<file path="src/rtl/core/mhpq_pkg.sv">
`default_nettype none

package mhpq_pkg;

    // fixed field widths
    localparam int KEY_W  = 32;
    localparam int SLOT_W = 4;
    localparam int FILL_W = 5;
    localparam int OP_W   = 2;
    localparam int STAT_W = 2;

    // default number of heap entries
    localparam int DEPTH_DEF = 16;

    // stream word widths, whole bytes
    localparam int S_TDATA_W = 40;
    localparam int M_TDATA_W = 72;

    // key reported when extracting from an empty heap
    localparam logic signed [KEY_W-1:0] EMPTY_KEY = 32'sd1000000000;

    typedef enum logic [OP_W-1:0] {
        OP_INSERT   = 2'd0,
        OP_EXTRACT  = 2'd1,
        OP_DECREASE = 2'd2,
        OP_DELETE   = 2'd3
    } op_t;

    typedef enum logic [STAT_W-1:0] {
        STAT_OK    = 2'd0,
        STAT_FULL  = 2'd1,
        STAT_EMPTY = 2'd2,
        STAT_RANGE = 2'd3
    } status_t;

    typedef enum logic [3:0] {
        ST_IDLE,
        ST_DEL_RD,
        ST_DEL_CAP,
        ST_UP_CHK,
        ST_UP_CMP,
        ST_EX_RD0,
        ST_EX_RDL,
        ST_EX_LAST,
        ST_DN_CHK,
        ST_DN_RDR,
        ST_DN_CMP,
        ST_FIN_RD,
        ST_FIN_CAP
    } state_t;

    // one result word handed from the sequencer to the output stage
    typedef struct packed {
        logic [FILL_W-1:0]       fill;
        logic                    min_valid;
        logic signed [KEY_W-1:0] min_key;
        logic signed [KEY_W-1:0] key_out;
        status_t                 status;
    } res_t;

endpackage

`default_nettype wire

</file>
<file path="src/rtl/core/mhpq_ram.sv">
`default_nettype none

module mhpq_ram #(
    parameter int DEPTH = mhpq_pkg::DEPTH_DEF,
    parameter int AW    = $clog2(DEPTH)
) (
    input  wire logic                                aclk,
    input  wire logic                                wr_en,
    input  wire logic [AW-1:0]                       wr_addr,
    input  wire logic signed [mhpq_pkg::KEY_W-1:0]   wr_data,
    input  wire logic                                rd_en,
    input  wire logic [AW-1:0]                       rd_addr,
    output logic signed [mhpq_pkg::KEY_W-1:0]        rd_data
);

    logic signed [mhpq_pkg::KEY_W-1:0] mem [DEPTH];
    logic signed [mhpq_pkg::KEY_W-1:0] rd_data_reg;

    // write port
    always_ff @(posedge aclk) begin
        if (wr_en) begin
            mem[wr_addr] <= wr_data;
        end
    end

    // registered read port, holds while not enabled
    always_ff @(posedge aclk) begin
        if (rd_en) begin
            rd_data_reg <= mem[rd_addr];
        end
    end

    assign rd_data = rd_data_reg;

endmodule

`default_nettype wire

</file>
<file path="src/rtl/core/mhpq_seq.sv">
`default_nettype none

module mhpq_seq #(
    parameter int DEPTH = mhpq_pkg::DEPTH_DEF
) (
    input  wire logic                                aclk,
    input  wire logic                                aresetn,
    // operation in
    input  wire logic                                in_valid,
    output logic                                     in_ready,
    input  wire mhpq_pkg::op_t                       in_op,
    input  wire logic signed [mhpq_pkg::KEY_W-1:0]   in_key,
    input  wire logic [mhpq_pkg::SLOT_W-1:0]         in_slot,
    // result out
    output logic                                     res_valid,
    input  wire logic                                res_ready,
    output mhpq_pkg::res_t                           res
);

    localparam int AW   = $clog2(DEPTH);
    localparam int CW   = $clog2(DEPTH + 1);
    localparam int CMPW = (CW > mhpq_pkg::SLOT_W) ? CW : mhpq_pkg::SLOT_W;

    // heap memory port
    logic                              mem_we;
    logic [AW-1:0]                     mem_waddr;
    logic signed [mhpq_pkg::KEY_W-1:0] mem_wdata;
    logic                              mem_re;
    logic [AW-1:0]                     mem_raddr;
    logic signed [mhpq_pkg::KEY_W-1:0] mem_rdata;

    mhpq_ram #(
        .DEPTH (DEPTH),
        .AW    (AW)
    ) u_ram (
        .aclk    (aclk),
        .wr_en   (mem_we),
        .wr_addr (mem_waddr),
        .wr_data (mem_wdata),
        .rd_en   (mem_re),
        .rd_addr (mem_raddr),
        .rd_data (mem_rdata)
    );

    // control state
    mhpq_pkg::state_t state_reg, state_next;
    logic [CW-1:0]    count_reg, count_next;

    // working registers
    logic [AW-1:0]                     pos_reg, pos_next;
    logic signed [mhpq_pkg::KEY_W-1:0] val_reg, val_next;
    logic signed [mhpq_pkg::KEY_W-1:0] lval_reg, lval_next;
    logic signed [mhpq_pkg::KEY_W-1:0] kout_reg, kout_next;
    mhpq_pkg::status_t                 status_reg, status_next;
    logic                              top_reg, top_next;
    logic                              del_reg, del_next;

    // index arithmetic
    logic [AW-1:0]  parent_idx;
    logic [AW:0]    lidx;
    logic [AW:0]    ridx;
    logic [AW:0]    count_ext;
    logic           l_in;
    logic           r_in;
    logic           full;
    logic           slot_bad;
    logic [AW-1:0]  slot_idx;
    logic           go_l;
    logic           go_r;
    logic signed [mhpq_pkg::KEY_W-1:0] best_val;

    assign parent_idx = (pos_reg - 1'b1) >> 1;
    assign lidx       = {pos_reg, 1'b1};
    assign ridx       = lidx + 1'b1;
    assign count_ext  = (AW+1)'(count_reg);
    assign l_in       = lidx < count_ext;
    assign r_in       = ridx < count_ext;
    assign full       = count_reg >= CW'(DEPTH);
    assign slot_bad   = CMPW'(in_slot) >= CMPW'(count_reg);
    assign slot_idx   = AW'(in_slot);

    // child selection, left wins ties
    assign go_l     = lval_reg < val_reg;
    assign best_val = go_l ? lval_reg : val_reg;
    assign go_r     = r_in && (mem_rdata < best_val);

    // control registers
    always_ff @(posedge aclk) begin
        if (!aresetn) begin
            state_reg <= mhpq_pkg::ST_IDLE;
            count_reg <= '0;
        end else begin
            state_reg <= state_next;
            count_reg <= count_next;
        end
    end

    // working registers
    always_ff @(posedge aclk) begin
        pos_reg    <= pos_next;
        val_reg    <= val_next;
        lval_reg   <= lval_next;
        kout_reg   <= kout_next;
        status_reg <= status_next;
        top_reg    <= top_next;
        del_reg    <= del_next;
    end

    // sequencer
    always_comb begin
        state_next  = state_reg;
        count_next  = count_reg;
        pos_next    = pos_reg;
        val_next    = val_reg;
        lval_next   = lval_reg;
        kout_next   = kout_reg;
        status_next = status_reg;
        top_next    = top_reg;
        del_next    = del_reg;
        mem_we      = 1'b0;
        mem_waddr   = '0;
        mem_wdata   = '0;
        mem_re      = 1'b0;
        mem_raddr   = '0;
        in_ready    = 1'b0;
        res_valid   = 1'b0;

        case (state_reg)
            mhpq_pkg::ST_IDLE: begin
                in_ready = 1'b1;
                if (in_valid) begin
                    status_next = mhpq_pkg::STAT_OK;
                    kout_next   = '0;
                    top_next    = 1'b0;
                    del_next    = 1'b0;
                    case (in_op)
                        mhpq_pkg::OP_INSERT: begin
                            if (full) begin
                                status_next = mhpq_pkg::STAT_FULL;
                                state_next  = mhpq_pkg::ST_FIN_RD;
                            end else begin
                                pos_next   = AW'(count_reg);
                                val_next   = in_key;
                                count_next = count_reg + 1'b1;
                                state_next = mhpq_pkg::ST_UP_CHK;
                            end
                        end
                        mhpq_pkg::OP_EXTRACT: begin
                            if (count_reg == '0) begin
                                status_next = mhpq_pkg::STAT_EMPTY;
                                kout_next   = mhpq_pkg::EMPTY_KEY;
                                state_next  = mhpq_pkg::ST_FIN_RD;
                            end else begin
                                state_next = mhpq_pkg::ST_EX_RD0;
                            end
                        end
                        mhpq_pkg::OP_DECREASE: begin
                            if (slot_bad) begin
                                status_next = mhpq_pkg::STAT_RANGE;
                                state_next  = mhpq_pkg::ST_FIN_RD;
                            end else begin
                                pos_next   = slot_idx;
                                val_next   = in_key;
                                state_next = mhpq_pkg::ST_UP_CHK;
                            end
                        end
                        mhpq_pkg::OP_DELETE: begin
                            if (slot_bad) begin
                                status_next = mhpq_pkg::STAT_RANGE;
                                state_next  = mhpq_pkg::ST_FIN_RD;
                            end else begin
                                pos_next   = slot_idx;
                                top_next   = 1'b1;
                                del_next   = 1'b1;
                                state_next = mhpq_pkg::ST_DEL_RD;
                            end
                        end
                        default: begin
                            state_next = mhpq_pkg::ST_IDLE;
                        end
                    endcase
                end
            end

            // fetch the entry being deleted
            mhpq_pkg::ST_DEL_RD: begin
                mem_re     = 1'b1;
                mem_raddr  = pos_reg;
                state_next = mhpq_pkg::ST_DEL_CAP;
            end

            mhpq_pkg::ST_DEL_CAP: begin
                kout_next  = mem_rdata;
                state_next = mhpq_pkg::ST_UP_CHK;
            end

            // sift up: stop at the root or fetch the parent
            mhpq_pkg::ST_UP_CHK: begin
                if (pos_reg == '0) begin
                    if (top_reg) begin
                        state_next = mhpq_pkg::ST_EX_RDL;
                    end else begin
                        mem_we     = 1'b1;
                        mem_waddr  = '0;
                        mem_wdata  = val_reg;
                        state_next = mhpq_pkg::ST_FIN_RD;
                    end
                end else begin
                    mem_re     = 1'b1;
                    mem_raddr  = parent_idx;
                    state_next = mhpq_pkg::ST_UP_CMP;
                end
            end

            // move a larger parent down (any parent when deleting), or settle the key here
            mhpq_pkg::ST_UP_CMP: begin
                mem_we    = 1'b1;
                mem_waddr = pos_reg;
                if (top_reg || (mem_rdata > val_reg)) begin
                    mem_wdata  = mem_rdata;
                    pos_next   = parent_idx;
                    state_next = mhpq_pkg::ST_UP_CHK;
                end else begin
                    mem_wdata  = val_reg;
                    state_next = mhpq_pkg::ST_FIN_RD;
                end
            end

            // extract: read the root, then the last entry
            mhpq_pkg::ST_EX_RD0: begin
                mem_re     = 1'b1;
                mem_raddr  = '0;
                state_next = mhpq_pkg::ST_EX_RDL;
            end

            mhpq_pkg::ST_EX_RDL: begin
                if (!del_reg) begin
                    kout_next = mem_rdata;
                end
                mem_re     = 1'b1;
                mem_raddr  = AW'(count_reg - 1'b1);
                state_next = mhpq_pkg::ST_EX_LAST;
            end

            mhpq_pkg::ST_EX_LAST: begin
                val_next   = mem_rdata;
                count_next = count_reg - 1'b1;
                pos_next   = '0;
                if (count_reg == CW'(1)) begin
                    state_next = mhpq_pkg::ST_FIN_RD;
                end else begin
                    state_next = mhpq_pkg::ST_DN_CHK;
                end
            end

            // sift down: settle at a leaf or fetch the left child
            mhpq_pkg::ST_DN_CHK: begin
                if (!l_in) begin
                    mem_we     = 1'b1;
                    mem_waddr  = pos_reg;
                    mem_wdata  = val_reg;
                    state_next = mhpq_pkg::ST_FIN_RD;
                end else begin
                    mem_re     = 1'b1;
                    mem_raddr  = lidx[AW-1:0];
                    state_next = mhpq_pkg::ST_DN_RDR;
                end
            end

            mhpq_pkg::ST_DN_RDR: begin
                lval_next  = mem_rdata;
                mem_re     = 1'b1;
                mem_raddr  = ridx[AW-1:0];
                state_next = mhpq_pkg::ST_DN_CMP;
            end

            // pull the smaller child up, or settle the key here
            mhpq_pkg::ST_DN_CMP: begin
                mem_we    = 1'b1;
                mem_waddr = pos_reg;
                if (go_r) begin
                    mem_wdata  = mem_rdata;
                    pos_next   = ridx[AW-1:0];
                    state_next = mhpq_pkg::ST_DN_CHK;
                end else if (go_l) begin
                    mem_wdata  = lval_reg;
                    pos_next   = lidx[AW-1:0];
                    state_next = mhpq_pkg::ST_DN_CHK;
                end else begin
                    mem_wdata  = val_reg;
                    state_next = mhpq_pkg::ST_FIN_RD;
                end
            end

            // fetch the root for the result word
            mhpq_pkg::ST_FIN_RD: begin
                mem_re     = count_reg != '0;
                mem_raddr  = '0;
                state_next = mhpq_pkg::ST_FIN_CAP;
            end

            mhpq_pkg::ST_FIN_CAP: begin
                res_valid = 1'b1;
                if (res_ready) begin
                    state_next = mhpq_pkg::ST_IDLE;
                end
            end

            default: begin
                state_next = mhpq_pkg::ST_IDLE;
            end
        endcase
    end

    // result word
    always_comb begin
        res.status    = status_reg;
        res.key_out   = kout_reg;
        res.min_valid = count_reg != '0;
        res.min_key   = (count_reg != '0) ? mem_rdata : '0;
        res.fill      = mhpq_pkg::FILL_W'(count_reg);
    end

endmodule

`default_nettype wire

</file>
<file path="src/rtl/core/min_heap_priority_queue.sv">
`default_nettype none

// channel  dir  word                                                   handshake
// s_       in   op[1:0] key_in[33:2] slot[37:34], zero pad to 40       s_tvalid/s_tready
// m_       out  status[1:0] key_out[33:2] min_key[65:34]               m_tvalid/m_tready
//               min_valid[66] fill[71:67]
//
// One operation at a time, paced by the single read port. Insert and decrease key sift up
// level by level; extract reads the root and the last entry, then, unless that was the
// only entry, sifts down level by level; delete climbs its entry to the root, then finishes
// as extract does; rejected operations go straight to the result word.
// Synchronous active-low reset empties the heap; memory contents are not cleared.
// A waiting result in the output register lets the next word in; the one after that stalls.

module min_heap_priority_queue #(
    parameter int DEPTH = mhpq_pkg::DEPTH_DEF
) (
    input  wire logic                              aclk,
    input  wire logic                              aresetn,
    input  wire logic                              s_tvalid,
    output logic                                   s_tready,
    // op[1:0], key_in[33:2], slot[37:34], zeros above
    input  wire logic [mhpq_pkg::S_TDATA_W-1:0]    s_tdata,
    output logic                                   m_tvalid,
    input  wire logic                              m_tready,
    // status[1:0], key_out[33:2], min_key[65:34], min_valid[66], fill[71:67]
    output logic [mhpq_pkg::M_TDATA_W-1:0]         m_tdata
);

    mhpq_pkg::op_t                     in_op;
    logic signed [mhpq_pkg::KEY_W-1:0] in_key;
    logic [mhpq_pkg::SLOT_W-1:0]       in_slot;

    logic           res_valid;
    logic           res_ready;
    mhpq_pkg::res_t res;

    logic           m_valid_reg;
    mhpq_pkg::res_t m_res_reg;

    // unpack the input word
    assign in_op   = mhpq_pkg::op_t'(s_tdata[1:0]);
    assign in_key  = s_tdata[33:2];
    assign in_slot = s_tdata[37:34];

    mhpq_seq #(
        .DEPTH (DEPTH)
    ) u_seq (
        .aclk      (aclk),
        .aresetn   (aresetn),
        .in_valid  (s_tvalid),
        .in_ready  (s_tready),
        .in_op     (in_op),
        .in_key    (in_key),
        .in_slot   (in_slot),
        .res_valid (res_valid),
        .res_ready (res_ready),
        .res       (res)
    );

    // output register
    assign res_ready = !m_valid_reg || m_tready;

    always_ff @(posedge aclk) begin
        if (!aresetn) begin
            m_valid_reg <= 1'b0;
        end else if (res_ready) begin
            m_valid_reg <= res_valid;
        end
    end

    always_ff @(posedge aclk) begin
        if (res_ready && res_valid) begin
            m_res_reg <= res;
        end
    end

    // pack the result word
    assign m_tvalid = m_valid_reg;
    assign m_tdata  = {m_res_reg.fill, m_res_reg.min_valid, m_res_reg.min_key,
                       m_res_reg.key_out, m_res_reg.status};

endmodule

`default_nettype wire
</file>
<file path="config.mk">
export PLATFORM = sky130hd
export DESIGN_NAME = min_heap_priority_queue
export DESIGN_NICKNAME = d
export VERILOG_FILES = /design/src/rtl/core/mhpq_pkg.sv /design/src/rtl/core/mhpq_ram.sv /design/src/rtl/core/mhpq_seq.sv /design/src/rtl/core/min_heap_priority_queue.sv
export SDC_FILE = /design/constraint.sdc
export NUM_CORES = 1
export LEC_CHECK = 0
export BUFFER_PORTS_ARGS = -buffer_cell sky130_fd_sc_hd__buf_2
export CORE_MARGIN = 2
export CORE_UTILIZATION = 30
export DETAILED_ROUTE_END_ITERATION = 8
export REMOVE_ABC_BUFFERS = 1
export SLEW_MARGIN = 20
export SYNTH_ARGS = -nofsm -noshare
export SYNTH_HDL_FRONTEND = slang
export SYNTH_SLANG_ARGS = --single-unit
export TNS_END_PERCENT = 30
</file>
<file path="constraint.sdc">
create_clock -name aclk -period 23.8 [get_ports aclk]
set_input_delay 2.38 -clock aclk [delete_from_list [all_inputs] [get_ports aclk]]
set_output_delay 2.38 -clock aclk [all_outputs]
set_load 0.005 [all_outputs]
</file>
Word-level counts from Yosys, hierarchy flattened
Memory sizes are Yosys's and may differ from the RTL's. A register that Yosys moved wholly into a read port is not among the register bits.
Index checks and enable logic that the tools add are counted.
{ "op_classes": {"muxes": 65, "n_reduce_logical": 22, "add_sub_neg": 4, "n_eq_ne": 28, "magnitude_cmp": 7} }
{ "ops": {"columns": ["operator", "n"], "rows": [
  ["$mux 32", 12],
  ["$pmux 32 s2", 2],
  ["$pmux 32 s4", 1],
  ["$pmux 32 s3", 1],
  ["$mux 4", 18],
  ["$lt 32x32->1", 2],
  ["$pmux 4 s13", 1],
  ["$gt 32x32->1", 1],
  ["$pmux 4 s4", 2],
  ["$mux 30", 1],
  ["$eq 4x4->1 const B", 5],
  ["$pmux 4 s5", 1],
  ["$eq 4x3->1 const B", 4],
  ["$pmux 4 s2", 2],
  ["$mux 5", 3],
  ["$ne 3x3->1 const B", 5],
  ["$mux 1", 11],
  ["$add 5x1->5 const B", 2],
  ["$lt 5x5->1", 2],
  ["$mux 2", 5],
  ["$ne 2x2->1 const B", 5],
  ["$pmux 5 s2", 1],
  ["$eq 4x2->1 const B", 2],
  ["$logic_not 4->1", 2],
  ["30 further kinds", 35]
]} }
{ "word_totals": {"ram_bits": 512, "register_bits": 185, "out_inout_bits": 74, "n_memories": 1} }
{ "mem_list": {"columns": ["name", "depth", "width", "read_ports", "rd_ports_with_merged_regs", "write_ports", "line_no", "text"], "rows": [
  ["u_seq.u_ram.mem", 16, 32, 1, 1, 1, "mhpq_ram.sv:16", "logic signed [mhpq_pkg::KEY_W-1:0] mem [DEPTH];"]
]} }

Depth between registers and ports, before layout
{ "logic_depth": {"ltp_word": 6, "mapped_depth": 21, "depth_no_buf": 17} }

Cells and area by module
Synthesis repeated with hierarchy kept, for this count alone.
{ "hier_totals": {"cells_unflattened": 1874, "area_unflattened_um2": 30974.7} }
{ "modules_own_cells": {"columns": ["mod", "cells_per_inst", "area_each_um2", "instances"], "rows": [
  ["mhpq_ram", 838, 20155.6, 1],
  ["mhpq_seq", 959, 8599.5, 1],
  ["min_heap_priority_queue", 77, 2219.6, 1]
]} }

Least setup slack after synthesis
OpenSTA, ideal clock, no wires.
{ "synth_path": {"path_type": "input to register", "from": "input port m_tready", "to": "register m_res_reg (netlist bit m_tdata[0]) (enable)", "setup_ps": 679, "t_arrival_ps": 9234, "setup_slack_ps": 13887, "stages": 2, "path_cell_list": "nor2b_1 -> nor4_1"} }
{ "synth_via": {"elab_chain_len": 2} }
{ "synth_lines": {"columns": ["item", "line_no", "text"], "rows": [
  ["from (decl)", "min_heap_priority_queue.sv:25", "input wire logic m_tready,"],
  ["$logic_or 1x1->1", "min_heap_priority_queue.sv:62", "assign res_ready = !m_valid_reg || m_tready;"],
  ["$logic_and 1x1->1", "min_heap_priority_queue.sv:73", "if (res_ready && res_valid) begin"],
  ["to (signal assigned)", "min_heap_priority_queue.sv:74", "m_res_reg <= res;"],
  ["to (decl)", "min_heap_priority_queue.sv:39", "mhpq_pkg::res_t m_res_reg;"]
]} }
No other way between the ends.
A chain may end at the register's enable or synchronous reset.

Final worst setup path
{ "layout_path": {"from": "register u_seq.val_reg[15] (netlist name)", "to": "memory u_seq.u_ram.mem[3][20] (netlist name), data pin"} }
{ "layout_via": {"elab_chain_len": 6, "word_cells_on_any_way": 9, "cone_classes": "order compare (3); mux (4); reduce/logical (2)"} }
{ "layout_lines": {"columns": ["item", "line_no", "text"], "rows": [
  ["from (decl)", "mhpq_seq.sv:51", "logic signed [mhpq_pkg::KEY_W-1:0] val_reg, val_next;"],
  ["from (signal assigned)", "mhpq_seq.sv:101", "val_reg <= val_next;"],
  ["$lt 32x32->1", "mhpq_seq.sv:83", "assign go_l = lval_reg < val_reg;"],
  ["$mux 32", "mhpq_seq.sv:84, mhpq_seq.sv:285", null],
  ["$lt 32x32->1", "mhpq_seq.sv:85", "assign go_r = r_in && (mem_rdata < best_val);"],
  ["$logic_and 1x1->1", "mhpq_seq.sv:85", null],
  ["$mux 32", "mhpq_seq.sv:281", "if (go_r) begin"],
  ["$pmux 32 s4 *", "mhpq_seq.sv:128", "case (state_reg)"],
  ["named net u_seq.mem_wdata, one bit", "mhpq_seq.sv:27", "logic signed [mhpq_pkg::KEY_W-1:0] mem_wdata;"],
  ["to (decl)", "mhpq_ram.sv:16", null]
]} }
The timed path passes the listed nets; every way through them passes the cells marked *.

==> metrics.csv <==
stage,metric,value,unit
clock_network,h-tree-depth,3,
clock_network,clk-insertion-delay-late,0.63,ns
worst_setup_path,crit_arrival,8.38,ns
sta,hold_viol,0,
route,wl,85710,um
clock_network,cts_tree,done,
sta,setup_viol,0,
pwr,vdd_ir_drop_max,59.88,uV
floorplanning,die_w,333.6,um
clock_network,clockBufferDepth,3,
floorplanning,die_h,333.6,um
sta,fin_setup_tns,0,ns
clock_network,cts_made_buffers,78,
synthesis,synth_area_per_cell,15.61,um2
floorplanning,num_rows,120,
global_route,grtUsageTotal,15.21,%
synthesis,synth_cell_type_count,79,
final_layout,nFillCells,10130,
floorplanning,dieArea,111300,um2
floorplanning,core-area,107400,um2
route,avgRoutedWirePerCell,23.23,um
placed_design,detailed_place_hpwl,51680,um
synthesis,syn_inst,2087,
sta,maxSlewHeadroom,23.12,%
clock_network,ctsHoldBuffers,0,
worst_setup_path,cp-end-kind,flop,
sta,fmax,123.0,MHz
global_route,grt_pass1_vias,18910,
synthesis,yosysWarnings,0,
sta,fin_crit,8.129,ns
route,antenna_left,0,
sta,skew,0.02525,ns
global_route,antenna_found_initial,8,
clock_network,path_clk_slew,0.06,ns
final_layout,nNetsFinal,2382,
worst_setup_path,cp-startpoint,u_seq.val_reg[15],
sta,tightest_slew,1.153,ns
job,drv_cap,0,
hold_path,min_from,u_seq.kout_reg[29],
pwr,power_leakage,13.06,nW
placed_design,gp_congestion,0.8598,
worst_setup_path,setup.worst_path.start_class,flop,
route,vias,18640,
clock_network,root_buffer,clkbuf_16,
floorplanning,ioPinCount,118,
hold_path,min_path_type,flop to flop,
sta,fin_crit_sh,34.16,%
placed_design,io_buffers,115,
global_route,grt_pass1_wl,125800,um
synthesis,ys.flop_type,edfxtp_1,
synthesis,async_reset_ff_share,0,%
synthesis,netlist_area,32590,um2
worst_setup_path,cp.required,24.05,ns
global_route,gr-total-overflow,0,
final_layout,drive_above_1_share,15.35,%
route,routed_via_density,5.050,
floorplanning,start_util,30.35,%
synthesis,yosysTopAreaCell,edfxtp_1,
route,first_iter_violations,1649,
pwr,p_per_area,127.2,nW/um2
worst_setup_path,r2r_start,u_seq.val_reg[15],
final_layout,top_register,u_seq.u_ram.mem,
pwr,total_power,4.770,mW
synthesis,synth.top_cell.area_share,66.26,%
sta,rsz0062_at_grt,no,
clock_network,post_cts_buffers,0,
worst_setup_path,path_max_fanout,32,
synthesis,synth-edff-count,719,
sta,slew_violations,0,
synthesis,ys_ff_latch,729,
route,drc,0,
clock_network,cts_sinks,729,
clock_network,cts_resized,0,
final_layout,largest_reg_flops,512,
route,firstDrtPassIters,7,
worst_setup_path,worstSetupPathType,flop to flop,
run_status,outcome,completed,
final_layout,area_growth,15.11,%
final_layout,layout_commonest_cell,edfxtp_1,
synthesis,yosysSeqAreaShare,66.87,%
final_layout,mostFrequentLayoutCells,"edfxtp_1, mux2i_1, buf_2, ha_1, nand2_1",
global_route,grt_max_degree,63,
synthesis,yosys-top-cells-area,"edfxtp_1, mux2i_1, ha_1",
[logic make-up (layout without fill, tap and decap cells)]
group | count (synthesis) | after routing | synth area share (%)
buffers and inverters | 188 | 387 | 2.738
multiplexers | 517 | 517 | 15.90
flip-flops | 729 | 729 | 66.87
adder cells (fa/ha/maj) | 112 | 112 | 4.301
AND/OR/NAND/NOR | 296 | 296 | 4.454
AO/OA/AOI/OAI | 236 | 236 | 5.495
other | 0 | 1 | 0
XOR/XNOR | 9 | 9 | 0.2419
[report_power, final]
part / internal (mW) / switching, mW / leakage [nW]
combinational: 0.619 / 1.07 / 5.03
clock: 0.706 / 0.506 / 1.24
sequential: 1.74 / 0.131 / 6.80
[metrics by stage]
| stage | hold WS, ns | setup WS [ns] | instance area, um2 | util, % | instances |
|---|---|---|---|---|---|
| finish | 0.4159 | 15.67 | 37510 | 34.94 | 3690 |
| global placement | 0.4103 | 15.96 | 34890 | 32.50 | 3548 |
| global route | 0.4346 | 15.25 | 37510 | 34.94 | 3689 |
| detailed placement | 0.4045 | 15.74 | 34890 | 32.50 | 3548 |
| CTS | 0.4180 | 15.70 | 37440 | 34.88 | 3688 |
| floorplan | 0.4003 | 13.02 | 32020 | - | 1986 |
[cell usage after synthesis, drive strengths merged (3+ instances only)]
library cell,number
edfxtp,719
mux2i,516
ha,112
nand2,99
inv,87
nor2,67
buf,66
o21ai,59
clkbuf,35
a21oi,34
o221ai,33
and3,28
nand3,28
a21o,27
nand4,16
nor3,14
a211oi,11
a31oi,10
dfxtp,10
o211ai,9
nand2b,8
or3,7
xnor2,7
and2,6
o21a,6
o22ai,6
a211o,5
and4,5
nor2b,4
nor3b,3
o31ai,3
[critical path: stages (launching register included)]
cell       delay [ns]
edfxtp_1         0.39
inv_1            0.11
ha_1             0.33
nand4_1          0.21
nor4_1           0.33
a32oi_1          0.25
a211oi_2         0.53
or3_1            0.67
buf_4            0.43
mux2i_1          0.35
ha_1             0.32
a211o_1          0.31
a2111oi_2        0.35
o21ai_1          0.17
a311oi_4         0.48
or3_1            0.19
and3_1           0.45
nand3_4          0.68
o221ai_1         1.16
[path summary, 6_finish.rpt]
| check | end | cells after the start | slack, ns |
|---|---|---|---|
| max | u_seq.u_ram.mem[3][20] | 18 | 15.67 |
| min | m_tdata[31] | 0 | 0.42 |
| max reg2reg | u_seq.u_ram.mem[3][20] | 18 | 15.67 |
| min reg2reg | m_tdata[31] | 0 | 0.42 |
[final cells by class]
cell class	instances	area, um2	area share (%)
Clock inverter	46	469.2	1.251
Clock buffer	94	2086	5.561
Antenna cell	1	2.502	0.006672
Inverter	87	326.6	0.8706
Multi-Input combinational cell	1170	10160	27.10
Sequential cell	729	21790	58.10
Timing Repair Buffer	160	913.4	2.435
Tap cell	1403	1755	4.680
[metal layers]
layer	up-vias	GRT usage, %	wire (um)
li1	8382	-	-
met1	9486	21.45	38700
met2	631	24.18	39180
met3	136	2.901	6026
met4	0	3.495	1804
met5	-	0	0
Note: power is estimated with default switching activity, not from simulation.
